[src/sv/idtlv_pkg.sv]
`timescale 1ns / 1ps
// ----------------------------------------------------------------------------
// idtlv_pkg
// Shared types and constants of the identity TLV stream parser: record type
// codes, destination codes, parse phases and the beat layouts.
// ----------------------------------------------------------------------------
package idtlv_pkg;

  // Record type codes carried in the type byte, and the open bracket that marks an IP host
  localparam logic [7:0] TYPE_NAME    = 8'h01;
  localparam logic [7:0] TYPE_GROUPS  = 8'h04;
  localparam logic [7:0] TYPE_RANDOM  = 8'h07;
  localparam logic [7:0] TYPE_HOST    = 8'h20;
  localparam logic [7:0] OPEN_BRACKET = 8'h5B;

  // Block status codes
  localparam logic [1:0] STATUS_OK        = 2'd0;
  localparam logic [1:0] STATUS_TRUNCATED = 2'd1;
  localparam logic [1:0] STATUS_NO_FIELDS = 2'd2;

  localparam logic [15:0] COUNT_MAX = 16'hFFFF;

  typedef enum logic [2:0] {
    DEST_NONE   = 3'd0,
    DEST_NAME   = 3'd1,
    DEST_GROUPS = 3'd2,
    DEST_HOST   = 3'd3,
    DEST_IP     = 3'd4
  } dest_e;

  typedef enum logic [1:0] {
    PH_TYPE   = 2'd0,
    PH_LEN_HI = 2'd1,
    PH_LEN_LO = 2'd2,
    PH_VALUE  = 2'd3
  } phase_e;

  // One input beat
  typedef struct packed {
    logic       last_byte;
    logic       has_byte;
    logic [7:0] data_byte;
  } item_t;

  // One result beat
  typedef struct packed {
    logic [15:0] field_count;
    logic [1:0]  status;
    logic        block_done;
    logic [8:0]  field_length;
    logic        field_end;
    logic        field_start;
    logic [8:0]  write_index;
    logic [7:0]  write_byte;
    dest_e       dest;
    logic        write_enable;
  } result_t;

endpackage

[src/sv/idtlv_slice.sv]
`timescale 1ns / 1ps
// ----------------------------------------------------------------------------
// idtlv_slice
// One register stage of a stream: holds a beat until the next stage takes it
// and accepts a new beat in the same cycle the held one leaves.
// ----------------------------------------------------------------------------
module idtlv_slice #(
  parameter int unsigned W = 8
) (
  input  logic         clk_i,
  input  logic         rst_ni,
  input  logic         valid_i,
  output logic         ready_o,
  input  logic [W-1:0] data_i,
  output logic         valid_o,
  input  logic         ready_i,
  output logic [W-1:0] data_o
);

  logic         valid_q;
  logic [W-1:0] data_q;

  assign ready_o = !valid_q || ready_i;
  assign valid_o = valid_q;
  assign data_o  = data_q;

  // Hold the beat flag
  always_ff @(posedge clk_i or negedge rst_ni) begin
    if (!rst_ni) begin
      valid_q <= 1'b0;
    end else if (ready_o) begin
      valid_q <= valid_i;
    end
  end

  // Load payload on each taken beat
  always_ff @(posedge clk_i) begin
    if (ready_o && valid_i) begin
      data_q <= data_i;
    end
  end

endmodule

[src/sv/idtlv_core.sv]
`timescale 1ns / 1ps
// ----------------------------------------------------------------------------
// idtlv_core
// Record parser: phase, length and position state plus the combinational
// logic that turns one input beat into one result beat.
// ----------------------------------------------------------------------------
module idtlv_core #(
  parameter int unsigned NAME_CAPACITY   = 256,
  parameter int unsigned GROUPS_CAPACITY = 512,
  parameter int unsigned HOST_CAPACITY   = 256,
  parameter int unsigned IP_CAPACITY     = 128
) (
  input  logic                clk_i,
  input  logic                rst_ni,
  input  logic                step_i,
  input  idtlv_pkg::item_t    item_i,
  output idtlv_pkg::result_t  result_o
);

  localparam int unsigned MAX_NG  = (NAME_CAPACITY > GROUPS_CAPACITY) ?
                                    NAME_CAPACITY : GROUPS_CAPACITY;
  localparam int unsigned MAX_HI  = (HOST_CAPACITY > IP_CAPACITY) ?
                                    HOST_CAPACITY : IP_CAPACITY;
  localparam int unsigned MAX_CAP = (MAX_NG > MAX_HI) ? MAX_NG : MAX_HI;
  localparam int unsigned POS_W   = $clog2(MAX_CAP + 1);

  localparam logic [POS_W-1:0] CAP_NAME   = POS_W'(NAME_CAPACITY);
  localparam logic [POS_W-1:0] CAP_GROUPS = POS_W'(GROUPS_CAPACITY);
  localparam logic [POS_W-1:0] CAP_HOST   = POS_W'(HOST_CAPACITY);
  localparam logic [POS_W-1:0] CAP_IP     = POS_W'(IP_CAPACITY);
  localparam logic [POS_W-1:0] CAP_NONE   = POS_W'(1);

  function automatic logic [POS_W-1:0] cap_of(idtlv_pkg::dest_e d);
    logic [POS_W-1:0] c;
    case (d)
      idtlv_pkg::DEST_NAME:   c = CAP_NAME;
      idtlv_pkg::DEST_GROUPS: c = CAP_GROUPS;
      idtlv_pkg::DEST_HOST:   c = CAP_HOST;
      idtlv_pkg::DEST_IP:     c = CAP_IP;
      default:                c = CAP_NONE;
    endcase
    return c;
  endfunction

  function automatic idtlv_pkg::dest_e dest_of_type(logic [7:0] t);
    idtlv_pkg::dest_e d;
    case (t)
      idtlv_pkg::TYPE_NAME:   d = idtlv_pkg::DEST_NAME;
      idtlv_pkg::TYPE_GROUPS: d = idtlv_pkg::DEST_GROUPS;
      idtlv_pkg::TYPE_HOST:   d = idtlv_pkg::DEST_HOST;
      default:                d = idtlv_pkg::DEST_NONE;
    endcase
    return d;
  endfunction

  idtlv_pkg::phase_e phase_q, phase_d;
  logic [7:0]        type_q, type_d;
  logic [15:0]       left_q, left_d;
  idtlv_pkg::dest_e  dest_q, dest_d;
  logic [POS_W-1:0]  pos_q, pos_d;
  logic [15:0]       count_q, count_d;

  idtlv_pkg::dest_e  cur_dest;
  logic [POS_W-1:0]  cap;
  logic [POS_W-1:0]  pos_next;
  logic [POS_W-1:0]  raw_len;
  logic [15:0]       len_full;
  logic [15:0]       left_next;
  idtlv_pkg::dest_e  type_dest;

  // Next state and result for the beat at the head of the input stage
  always_comb begin
    phase_d   = phase_q;
    type_d    = type_q;
    left_d    = left_q;
    dest_d    = dest_q;
    pos_d     = pos_q;
    count_d   = count_q;
    result_o  = '0;
    len_full  = {left_q[15:8], item_i.data_byte};
    type_dest = dest_of_type(type_q);
    cur_dest  = dest_q;
    if (pos_q == '0 && dest_q == idtlv_pkg::DEST_HOST &&
        item_i.data_byte == idtlv_pkg::OPEN_BRACKET) begin
      cur_dest = idtlv_pkg::DEST_IP;
    end
    cap       = cap_of(cur_dest);
    pos_next  = (pos_q < cap) ? pos_q + POS_W'(1) : pos_q;
    left_next = (left_q != '0) ? left_q - 16'd1 : left_q;
    raw_len   = pos_next;
    if (item_i.data_byte == 8'd0 && raw_len != '0) begin
      raw_len = raw_len - POS_W'(1);
    end
    if (raw_len > cap - POS_W'(1)) begin
      raw_len = cap - POS_W'(1);
    end

    if (item_i.has_byte) begin
      case (phase_q)
        idtlv_pkg::PH_TYPE: begin
          type_d  = item_i.data_byte;
          phase_d = idtlv_pkg::PH_LEN_HI;
        end
        idtlv_pkg::PH_LEN_HI: begin
          left_d  = {item_i.data_byte, 8'd0};
          phase_d = idtlv_pkg::PH_LEN_LO;
        end
        idtlv_pkg::PH_LEN_LO: begin
          left_d = len_full;
          pos_d  = '0;
          if (type_q != idtlv_pkg::TYPE_RANDOM && count_q != idtlv_pkg::COUNT_MAX) begin
            count_d = count_q + 16'd1;
          end
          if (len_full == '0) begin
            // Empty value: open and close the field at once
            if (type_dest != idtlv_pkg::DEST_NONE) begin
              result_o.dest        = type_dest;
              result_o.field_start = 1'b1;
              result_o.field_end   = 1'b1;
            end
            dest_d  = idtlv_pkg::DEST_NONE;
            phase_d = idtlv_pkg::PH_TYPE;
          end else begin
            dest_d  = type_dest;
            phase_d = idtlv_pkg::PH_VALUE;
          end
        end
        default: begin
          if (cur_dest != idtlv_pkg::DEST_NONE) begin
            result_o.dest        = cur_dest;
            result_o.field_start = (pos_q == '0);
            if (pos_q < cap - POS_W'(1)) begin
              result_o.write_enable = 1'b1;
              result_o.write_byte   = item_i.data_byte;
              result_o.write_index  = 9'(pos_q);
            end
          end
          pos_d  = pos_next;
          left_d = left_next;
          dest_d = cur_dest;
          if (left_next == '0) begin
            // Close the value, dropping a trailing NUL
            if (cur_dest != idtlv_pkg::DEST_NONE) begin
              result_o.field_end    = 1'b1;
              result_o.field_length = 9'(raw_len);
            end
            dest_d  = idtlv_pkg::DEST_NONE;
            phase_d = idtlv_pkg::PH_TYPE;
          end
        end
      endcase
    end

    result_o.field_count = count_d;

    // Close the block and return to the reset state
    if (item_i.last_byte) begin
      result_o.block_done = 1'b1;
      if (phase_d != idtlv_pkg::PH_TYPE) begin
        result_o.status = idtlv_pkg::STATUS_TRUNCATED;
      end else if (count_d == '0) begin
        result_o.status = idtlv_pkg::STATUS_NO_FIELDS;
      end else begin
        result_o.status = idtlv_pkg::STATUS_OK;
      end
      phase_d = idtlv_pkg::PH_TYPE;
      type_d  = '0;
      left_d  = '0;
      dest_d  = idtlv_pkg::DEST_NONE;
      pos_d   = '0;
      count_d = '0;
    end
  end

  // Advance parser state on each beat that moves to the result stage
  always_ff @(posedge clk_i or negedge rst_ni) begin
    if (!rst_ni) begin
      phase_q <= idtlv_pkg::PH_TYPE;
      type_q  <= '0;
      left_q  <= '0;
      dest_q  <= idtlv_pkg::DEST_NONE;
      pos_q   <= '0;
      count_q <= '0;
    end else if (step_i) begin
      phase_q <= phase_d;
      type_q  <= type_d;
      left_q  <= left_d;
      dest_q  <= dest_d;
      pos_q   <= pos_d;
      count_q <= count_d;
    end
  end

`ifndef ASSERT_OFF
  // A destination is only live while a value is being read
  a_dest_in_value: assert property (@(posedge clk_i) disable iff (!rst_ni)
    phase_q != idtlv_pkg::PH_VALUE |-> dest_q == idtlv_pkg::DEST_NONE)
    else $error("destination held outside a value");

  // A write always names a string
  a_write_has_dest: assert property (@(posedge clk_i) disable iff (!rst_ni)
    step_i && result_o.write_enable |-> result_o.dest != idtlv_pkg::DEST_NONE)
    else $error("write without destination");

  // The end of a block clears the parser
  a_block_reset: assert property (@(posedge clk_i) disable iff (!rst_ni)
    step_i && item_i.last_byte |=> phase_q == idtlv_pkg::PH_TYPE && count_q == '0)
    else $error("state not cleared after block end");

  // Stored position never passes the largest capacity
  a_pos_bound: assert property (@(posedge clk_i) disable iff (!rst_ni)
    pos_q <= POS_W'(MAX_CAP))
    else $error("store position out of range");
`endif

endmodule

[src/sv/identity_tlv_stream_parser.sv]
`timescale 1ns / 1ps
// ----------------------------------------------------------------------------
// identity_tlv_stream_parser
// Parses type/length/value records of an identity block into string writes.
// ----------------------------------------------------------------------------
// Usage:
//   Slave channel: one byte of the identity block per beat. tuser set means
//   the byte is valid; a beat with tuser clear and tlast set closes an empty
//   block. tlast marks the final beat of the block.
//   Master channel: exactly one result beat per input beat, in order. tuser
//   carries the destination string, tlast marks the end of the block, and
//   tdata the write, field start/end, length, status and record count.
//   Path: a beat passes through the input register and then the result
//   register before it is presented on the master channel.
//   Throughput: one beat per cycle unless the receiver stalls; each
//   register takes a new beat whenever its current one moves on.
//   Reset: all parser state returns to the start of a block and both
//   registers empty. After each tlast beat the parser returns to that state.
//   Stall: while the receiver holds m_axis_tready low the result register
//   holds, the input register fills, and s_axis_tready then falls.
// ----------------------------------------------------------------------------
module identity_tlv_stream_parser #(
  parameter int unsigned NAME_CAPACITY   = 256,
  parameter int unsigned GROUPS_CAPACITY = 512,
  parameter int unsigned HOST_CAPACITY   = 256,
  parameter int unsigned IP_CAPACITY     = 128
) (
  input  logic        clk_i,
  input  logic        rst_ni,
  input  logic        s_axis_tvalid,
  output logic        s_axis_tready,
  input  logic [7:0]  s_axis_tdata,   // [7:0] data_byte
  input  logic        s_axis_tuser,   // [0] has_byte
  input  logic        s_axis_tlast,   // last_byte
  output logic        m_axis_tvalid,
  input  logic        m_axis_tready,
  output logic [47:0] m_axis_tdata,   // [0] write_enable, [8:1] write_byte,
                                      // [17:9] write_index, [18] field_start,
                                      // [19] field_end, [28:20] field_length,
                                      // [30:29] status, [46:31] field_count,
                                      // [47] zero
  output logic [2:0]  m_axis_tuser,   // [2:0] dest
  output logic        m_axis_tlast    // block_done
);

  localparam int unsigned ITEM_W   = $bits(idtlv_pkg::item_t);
  localparam int unsigned RESULT_W = $bits(idtlv_pkg::result_t);

  idtlv_pkg::item_t   in_item, held_item;
  idtlv_pkg::result_t core_result, out_result;
  logic               held_valid;
  logic               out_ready;

  assign in_item.last_byte = s_axis_tlast;
  assign in_item.has_byte  = s_axis_tuser;
  assign in_item.data_byte = s_axis_tdata;

  // Input register
  idtlv_slice #(
    .W (ITEM_W)
  ) u_in_slice (
    .clk_i   (clk_i),
    .rst_ni  (rst_ni),
    .valid_i (s_axis_tvalid),
    .ready_o (s_axis_tready),
    .data_i  (in_item),
    .valid_o (held_valid),
    .ready_i (out_ready),
    .data_o  (held_item)
  );

  // Parser state and result logic
  idtlv_core #(
    .NAME_CAPACITY   (NAME_CAPACITY),
    .GROUPS_CAPACITY (GROUPS_CAPACITY),
    .HOST_CAPACITY   (HOST_CAPACITY),
    .IP_CAPACITY     (IP_CAPACITY)
  ) u_core (
    .clk_i    (clk_i),
    .rst_ni   (rst_ni),
    .step_i   (held_valid && out_ready),
    .item_i   (held_item),
    .result_o (core_result)
  );

  // Result register
  idtlv_slice #(
    .W (RESULT_W)
  ) u_out_slice (
    .clk_i   (clk_i),
    .rst_ni  (rst_ni),
    .valid_i (held_valid),
    .ready_o (out_ready),
    .data_i  (core_result),
    .valid_o (m_axis_tvalid),
    .ready_i (m_axis_tready),
    .data_o  (out_result)
  );

  // Pack the result beat
  assign m_axis_tdata = {1'b0,
                         out_result.field_count,
                         out_result.status,
                         out_result.field_length,
                         out_result.field_end,
                         out_result.field_start,
                         out_result.write_index,
                         out_result.write_byte,
                         out_result.write_enable};
  assign m_axis_tuser = out_result.dest;
  assign m_axis_tlast = out_result.block_done;

endmodule
[config.mk]
export PLATFORM = sky130hd
export DESIGN_NAME = identity_tlv_stream_parser
export DESIGN_NICKNAME = d
export VERILOG_FILES = /design/src/sv/idtlv_pkg.sv /design/src/sv/idtlv_slice.sv /design/src/sv/idtlv_core.sv /design/src/sv/identity_tlv_stream_parser.sv
export SDC_FILE = /design/constraint.sdc
export NUM_CORES = 1
export LEC_CHECK = 0
export BUFFER_PORTS_ARGS = -buffer_cell sky130_fd_sc_hd__buf_2
export CORE_MARGIN = 10
export CORE_UTILIZATION = 58
export DETAILED_ROUTE_END_ITERATION = 7
export PLACE_DENSITY = 0.78
export SLEW_MARGIN = 10
export SYNTH_ARGS = -nofsm -noshare
export SYNTH_HDL_FRONTEND = slang
export SYNTH_SLANG_ARGS = --single-unit
[constraint.sdc]
create_clock -name clk_i -period 14.9 [get_ports clk_i]
set_input_delay 1.49 -clock clk_i [delete_from_list [all_inputs] [get_ports clk_i]]
set_output_delay 1.49 -clock clk_i [all_outputs]
set_load 0.005 [all_outputs]
Word level (Yosys, flattened, before mapping) --
Cells that the tools add are included.
Storage, ports and cells: memories kept 0, bits in latches 0, memory bits (writable) 0, flip-flop bits (word level) 118, word-level logic and storage cells 123, ROM bits 0, input bits 14, output and inout bits 54
Cells by class: shift-type cells 0, equality and inequality tests 16, div/mod/pow operators 0, $mul 0, reductions and logical operators 33, multiplexer cells 44, bitwise logic cells 5, add/subtract/negate cells 5, order comparisons 3
Operators by type and width (number):
- $mux W16 | 7
- $logic_not A16 Y1 | 3
- $pmux W16 S3 | 1
- $mux W10 | 4
- $pmux W10 S3 | 1
- $mux W8 | 3
- $mux W22 | 1
- $lt A10 B10 Y1 | 2
- $pmux W10 S2 | 1
- $sub A10 B1 Y10 const B | 2
- $mux W2 | 9
- $mux W17 | 1
- $add A16 B1 Y16 const B | 1
- $ne A16 B16 Y1 const B | 1
- $reduce_bool A16 Y1 | 1
- $sub A16 B1 Y16 const B | 1
- $mux W3 | 5
- $pmux W2 S3 | 2
- $pmux W3 S2 | 2
- $reduce_or A6 Y1 | 2
- $add A10 B1 Y10 const B | 1
- $gt A10 B10 Y1 | 1
- $logic_not A10 Y1 | 1
- $reduce_bool A10 Y1 | 1
- 27 further kinds | 52

Logic depth before layout (Yosys ltp) --
Gate-level depths: netlist (run 1).
depth after elaboration 14, depth in mapped cells 25

By module --
From an unflattened synthesis (run 1), not the netlist that was laid out.
Unflattened totals: cell total of the unflattened synthesis 692, area, all modules 6984.2 sq um
By module, submodules not included:
- idtlv_core | area each 5027.3 sq um, times used 1, cells each 620, seq. area each 1376.3 sq um
- idtlv_slice (u_out_slice) | area each 1585.3 sq um, times used 1, cells each 55, seq. area each 1556.5 sq um
- idtlv_slice (u_in_slice) | area each 354.1 sq um, times used 1, cells each 14, seq. area each 325.3 sq um
- identity_tlv_stream_parser | area each 17.5 sq um, times used 1, cells each 3, seq. area each 0.0 sq um

Least setup slack after synthesis (run 1) --
No wires, ideal clock.
kind register to register, from register u_core.pos_q[0], to register u_out_slice.data_q[30] (netlist: u_out_slice.data_o[30]), data pin, cell stages (with the launch flop) 25, arrival 5.522 ns, path buffers 1, clock period less this slack 5.729 ns, path slack 9.171 ns, cells stage by stage dfrtp_1 -> clkbuf_1 -> inv_1 -> ha_1 -> nor4b_1 -> nand3_1 -> nor4_1 -> nor2_1 -> nand3b_1 -> ha_1 -> a21oi_1 -> o21ai_1 -> or4_1 -> a32o_1 -> o311ai_1 -> xor2_1 -> inv_1 -> ha_1 -> nand2_1 -> nor3_1 -> a221oi_1 -> a32oi_1 -> inv_1 -> and3_1 -> a2111oi_0
Between the ends: cells in the longest elaborated chain, start to end 14, elaborated cells between the ends (all ways) 23, classes of those cells add/sub: 3; order compare: 2; eq/ne: 4; mux: 5; bitwise: 1; reduce/logical: 8
Ends and longest elaborated chain:
- start: declaration | RTL line idtlv_core.sv:60 | logic [POS_W-1:0] pos_q, pos_d;
- start signal: assignment | RTL line idtlv_core.sv:189 | pos_q <= pos_d;
- branches (longest 14 deep; another with $lt A10 B10 Y1)
- end signal: assignment | RTL line idtlv_slice.sv:39 | data_q <= data_i;
- end: declaration | RTL line idtlv_slice.sv:21 | logic [W-1:0] data_q;
Parallel ways; which one is timed is not known. A chain may end at the register's enable or synchronous reset.

Worst setup path after layout (run 1) --
Same ends and word-level chain as after synthesis.

==> results of run 1 <==
## area by class of cell
cell class              count  area [um^2]  area share, %
well taps                 172          215           2.55
clock inverters            12          104           1.23
clock buffers              20          457           5.41
inverters                  34          128           1.51
flip-flops and latches    118         3260           38.6
multi-input cells         595         3910           46.3
repair buffers             72          375           4.45
## flip-flops by register name, indices dropped and copies added, names as in the netlist
signal / cells
u_core.pos_q: 10
u_out_slice.valid_o: 1
u_out_slice.data_o: 51
u_core.dest_q: 3
u_core.type_q: 8
u_core.count_q: 16
u_core.left_q: 16
u_core.phase_q: 2
u_in_slice.data_o: 10
u_in_slice.valid_o: 1
## per-stage QoR
| stage | cell area (um^2) | util (%) | hold slack (ps) | std cells | total power [uW] |
|---|---|---|---|---|---|
| floorplan | 7520 | - | 428 | 799 | 671 |
| global route | 8440 | 66.6 | 528 | 1023 | 1210 |
| finish | 8440 | 66.6 | 487 | 1023 | 1150 |
| CTS | 8440 | 66.6 | 489 | 1023 | 1150 |
| detailed placement | 7880 | 62.2 | 478 | 991 | 762 |
| global placement | 7880 | 62.2 | 468 | 991 | 754 |
## metal layers
layer  share of wire (%)  up-vias
li1                    -     3060
met1                  43     3202
met2                  46      293
met3                 8.8       33
met4                 1.6        0
met5                   0        -
## synth_stat cells, drive strengths merged (3+ instances only)
cell type  number  area share, %
o22ai           6           0.50
buf            17            1.3
and2            3           0.25
o31ai          10            1.0
nor3           28            2.0
or3             9           0.75
a31oi          11           0.92
nand4b         20            2.5
o2111ai         4           0.70
a21oi          44            2.9
or4            12            1.2
nand2          83            4.1
or2             4           0.33
nor4           14            1.8
dfrtp          57             19
nand2b          9           0.75
xor2           19            2.2
clkbuf         35            1.8
nand3b          5           0.50
a22o            9            1.0
o21ai          71            4.9
nand4          15            1.4
nor2           47            2.3
a211o           4           0.47
o211ai          5           0.50
a32o            4           0.53
a21o           14            1.4
and3            8           0.67
nor3b           4           0.40
a2111oi         5           0.58
ha             30            5.0
o21a            5           0.50
xnor2          23            2.7
a32oi           6           0.70
edfxtp         61             24
nand3          28            2.0
a211oi          7           0.70
mux2i           4           0.53
inv            34            1.7
## kinds of logic after synthesis
kind of cell    after synthesis  synth area share [%]
other cells                   2                 0.100
buf+inv                      86                  4.76
fa+ha+maj                    30                  5.00
simple gates                296                  22.0
compound gates              218                  19.1
xor+xnor                     42                  4.90
flops                       118                  43.4
mux                           6                 0.833
## worst register-to-register path, delay by kind of cell, from the launching register on
family,cells,cell delay (ps)
flip-flops,1,530
XOR/XNOR,1,230
buffers and inverters,3,400
AO/OA/AOI/OAI,6,1970
adder cells (fa/ha/maj),3,740
AND/OR/NAND/NOR,10,2900
## power by group through the flow
stage	clock network (uW)	logic (uW)	registers, uW
2_1_floorplan	0	254	416
3_3_place_gp	0	326	429
3_5_place_dp	0	332	430
4_1_cts	389	334	425
5_1_grt	403	374	431
6_report	386	340	427
## how the worst min path moves through the flow
stage	from	end	slack [ps]	cells after the start
3_5_place_dp	u_core.type_q[7]	u_core.type_q[7]	480	2
3_3_place_gp	u_in_slice.valid_o	u_out_slice.valid_o	470	1
5_1_grt	u_core.type_q[4]	u_core.type_q[4]	530	2
6_report	u_core.type_q[7]	u_core.type_q[7]	490	2
4_1_cts	u_core.type_q[7]	u_core.type_q[7]	490	2
2_1_floorplan	u_in_slice.data_o[9]	u_out_slice.data_o[32]	430	0
==> results.ini, run 1 <==
[worst_setup_path]
cp-start-kind=register
critPathSlowestCell=nor4_1
crit_cells=23
crit_path_start=u_core.pos_q[0]
required_ps=15110
cp.arrival_ps=7180
reg2reg_depth=23
r2r_end=u_out_slice.data_o[30]
cp_max_fo=15
timing.critical_path.buf_inv=3
cp-endpoint=u_out_slice.data_o[30]
setup.worst_path.class=register to register
timing.rr.start=u_core.pos_q[0]
max_stage_delay_ps=730
critPathCaptureType=register
crit_family=simple AND/OR/NAND/NOR gates
path_cells=inv_1 -> ha_1 -> nor4b_1 -> nand3_1 -> nor4_1 -> nor2_1 -> nand3b_1 -> ha_1 -> a21oi_1 -> o21ai_1 -> or3_1 -> a21oi_1 -> and4_1 -> xor2_1 -> inv_1 -> ha_1 -> nand4_1 -> nor3_1 -> a221oi_1 -> a32oi_1 -> inv_1 -> and3_1 -> a2111oi_0
regToRegSetupSlack_ps=7930

[clocking]
cts_max_level=4
clk_pin_slew_worst_paths_ps=60
root_buffer=clkbuf_16
cts_tree=done
cts_inserted_buffers=17
ctsHoldBuffers=0
cts_sinks=118
cts_resized=0
clock_latency_ps=420
post_cts.repair.setup_buffers=0
clock_path_buffers=2

[pwr]
p_sw_uw=411
comb_power_share_pct=29.5
p_leak_uw=0.00356
vdd_drop_max_mv=0.104
powerDensity_mw_per_mm2=137
pwr-share-seq_pct=37.0
clockPowerShare_pct=33.5
p_int_uw=742
swShare_pct=35.6

[yosys]
yosys_register_bits=118
ys_seq_area_share_pct=43.4
synth_edf_count=61
synthArstFlopShare_pct=48.3
yosysUniqueCellTypes=70
yosys_warnings=0
syn_avg_cell_area_um2=9.41
netlist_area_mm2=0.00751
syn_inst=798
synth_top_flop_cell=edfxtp_1

[sta]
slew_headroom_pct=20.3
fin_setup_tns_ps=0
post-route-period-util_pct=46.8
finalClockSkew_ps=11.0
worst_pin_slew_ps=1190
fmax_ghz=0.143
hold_viol=0
maxSlewViolCount=0
fin_ws_ps=7930
finalSetupViolCount=0
rsz0062_at_grt=false
min_period_ps=6970

[layout]
antenna_cells=0
layout_commonest_cell=nand2_1
fillers=998
nets=882
drive_gt1_share_pct=14.7
final_cell_mix=nand2_1, buf_2, o21ai_0, edfxtp_1, dfrtp_1
area.growth.synth_to_final_pct=12.4

[global_route]
met3_usage_pct=6.31
grt_max_degree=66
grt_pass1_wl_mm=33.1
use_met1_pct=30.4
gr-max-usage-layer=met2
grt_pass1_vias=6287
overflow=0
met2_usage_pct=35.1
antenna_found_initial=0
track_usage_pct=22.9

[routing]
drc=0
dr.first_iter.drc_count=841
first_pass_iters=5
antenna_left=0
dr_total_vias=6588
finalWirelength_mm=20.7
viasPerCell=6.44
wire_per_inst_um=20.3

[place]
pre_cts_ws_ps=8120
gp_congestion=0.937
place.port_buffers=66
hpwlAfterDp_mm=14.6

[status]
outcome=finished clean

[floorplanning]
core_mm2=0.0127
start_util_pct=59.3
io_pins=68
fp.dieH_um=134
rows=41
die_w_um=134
design.die.area_mm2=0.0179

[hold_path]
hp-class=register to register

[job]
cap_violations=0

Note: power is estimated with default switching activity, not from simulation.
==> run 2, diff against run 1 <==
==> constraint.sdc (replaced) <==
create_clock -name clk_i -period 7 [get_ports clk_i]
set_input_delay 0.7 -clock clk_i [delete_from_list [all_inputs] [get_ports clk_i]]
set_output_delay 0.7 -clock clk_i [all_outputs]
set_load 0.005 [all_outputs]
==> run 2 against run 1 <==
  * Worst hold slack worse by 49 ps
  * Final area grew 1.8%
  * Utilization increased by 1.2 points
  * Sequential share of layout area fell by 0.67 points
  * Clock-buffer cell count did not move
  * Non-clock buffer count rose by 11
  * Fmax rose by 9.1%
  * Global-route usage increased by 0.27 points
  * Critical path depth did not move
  * Critical path type unchanged
  * Critical endpoint unchanged
  * Largest cell class unchanged
  * Highest routed layer unchanged
==> results.ini, run 2 (synthesis results as in run 1) <==
[floorplanning]
io_pins=68
fp.dieH_um=134
design.die.area_mm2=0.0179
die_w_um=134
start_util_pct=59.3
rows=41
core_mm2=0.0127

[worst_setup_path]
required_ps=7180
setup.worst_path.class=register to register
critPathCaptureType=register
crit_family=simple AND/OR/NAND/NOR gates
critPathSlowestCell=or4_1
timing.critical_path.buf_inv=3
cp.arrival_ps=6570
cp-start-kind=register
cp_max_fo=15
max_stage_delay_ps=600
path_cells=inv_1 -> ha_1 -> nor4b_1 -> nand3_1 -> nor4_4 -> nor2_1 -> nand3b_1 -> ha_1 -> a21oi_1 -> o21ai_2 -> or4_1 -> a32o_1 -> o311ai_1 -> xor2_1 -> inv_1 -> ha_1 -> nand2_1 -> nor3_1 -> a221oi_1 -> a32oi_2 -> inv_1 -> and3_1 -> a2111oi_0

[sta]
maxSlewViolCount=0
finalClockSkew_ps=10.8
rsz0062_at_grt=false
finalSetupViolCount=0
slew_headroom_pct=40.8
post-route-period-util_pct=91.4
fmax_ghz=0.156
worst_pin_slew_ps=883
fin_setup_tns_ps=0
hold_viol=0
min_period_ps=6400

[layout]
layout_commonest_cell=nand2_1
fin_util_pct=67.8
antenna_cells=0
fillers=974
final_cell_mix=nand2_1, buf_2, edfxtp_1
drive_gt1_share_pct=16.5
area.growth.synth_to_final_pct=14.4
largest_reg_flops=51
nets=893

[clocking]
clock_latency_ps=430
cts_sinks=118
clk_pin_slew_worst_paths_ps=60
clock_path_buffers=2
cts_inserted_buffers=17
cts_max_level=4
cts_tree=done
ctsHoldBuffers=0
root_buffer=clkbuf_16

[routing]
first_pass_iters=6
dr_total_vias=6676
drc=0
antenna_left=0
viasPerCell=6.46
finalWirelength_mm=21.0
dr.first_iter.drc_count=796
wire_per_inst_um=20.4

[global_route]
grt_pass1_wl_mm=33.5
grt_max_degree=66
overflow=0
antenna_found_initial=0
track_usage_pct=23.2
grt_pass1_vias=6371

[place]
hpwlAfterDp_mm=15.0
place.port_buffers=66
gp_congestion=0.935

[pwr]
powerDensity_mw_per_mm2=292
p_leak_uw=0.00364
vdd_drop_max_mv=0.314

[hold_path]
hp-class=primary input to asynchronous set/reset pin

[status]
outcome=finished clean

[job]
cap_violations=0

run 2: cell types whose count changed in the layout (fill, tap and decap cells not counted), sizes merged:
cell,previous run,this run
bufinv,1,2
clkinvlp,4,3
buf,72,83
run 2: layer usage:
metal / wire length (um) / GRT usage (%) / share of wire [%] / vias to the layer above
met1: 8830 / 30.0 / 42 / 3203
met5: 0 / 0 / 0 / -
met2: 9840 / 36.5 / 47 / 349
li1: - / - / - / 3085
met3: 2000 / 6.53 / 9.5 / 39
met4: 373 / 8.22 / 1.8 / 0
run 2: worst paths after layout:
path	startpoint	end	slack, ps	cells past startpoint
max reg2reg	u_core.pos_q[0]	u_out_slice.data_o[30]	600	23
max in group asynchronous	rst_ni	u_core.left_q[9]	6040	2
min reg2reg	u_in_slice.valid_o	u_out_slice.valid_o	490	1
min in group clk_i	s_axis_tlast	u_in_slice.data_o[9]	440	1
max	u_core.pos_q[0]	u_out_slice.data_o[30]	600	23
min	rst_ni	u_core.count_q[14]	440	2
run 2: cell type report:
| class | instances | area (um^2) | area share (%) |
|---|---|---|---|
| tap | 172 | 215 | 2.51 |
| timing repair buffer | 83 | 458 | 5.33 |
| clock inverter | 12 | 126 | 1.47 |
| clock buffer | 20 | 467 | 5.43 |
| inverter | 34 | 128 | 1.49 |
| sequential | 118 | 3260 | 37.9 |
| multi-input combinational | 595 | 3940 | 45.8 |
run 2: what timing repair did:
item                                    4_1_cts  5_1_grt
buffers inserted                              0        1
endpoints found under the setup margin        1        9
pin swaps                                     0        1
resized for setup                             1        4
endpoints found under the hold margin         0        0
run 2: through the flow:
| step | hold slack [ps] | setup WS [ps] | power [uW] | area (um^2) | std cells |
|---|---|---|---|---|---|
| global placement | 466 | 562 | 1610 | 7960 | 1001 |
| finish | 438 | 604 | 2510 | 8590 | 1034 |
| global route | 434 | 76.8 | 2640 | 8590 | 1034 |
| floorplan | 404 | 1270 | 1430 | 7520 | 799 |
| detailed placement | 482 | -14.5 | 1620 | 7960 | 1001 |
| CTS | 437 | 214 | 2490 | 8560 | 1033 |
run 2: power breakdown:
part	internal (uW)	leakage [uW]	switching, uW
Sequential	806	0.00138	102
Combinational	274	0.00198	462
Clock	549	0.000283	313
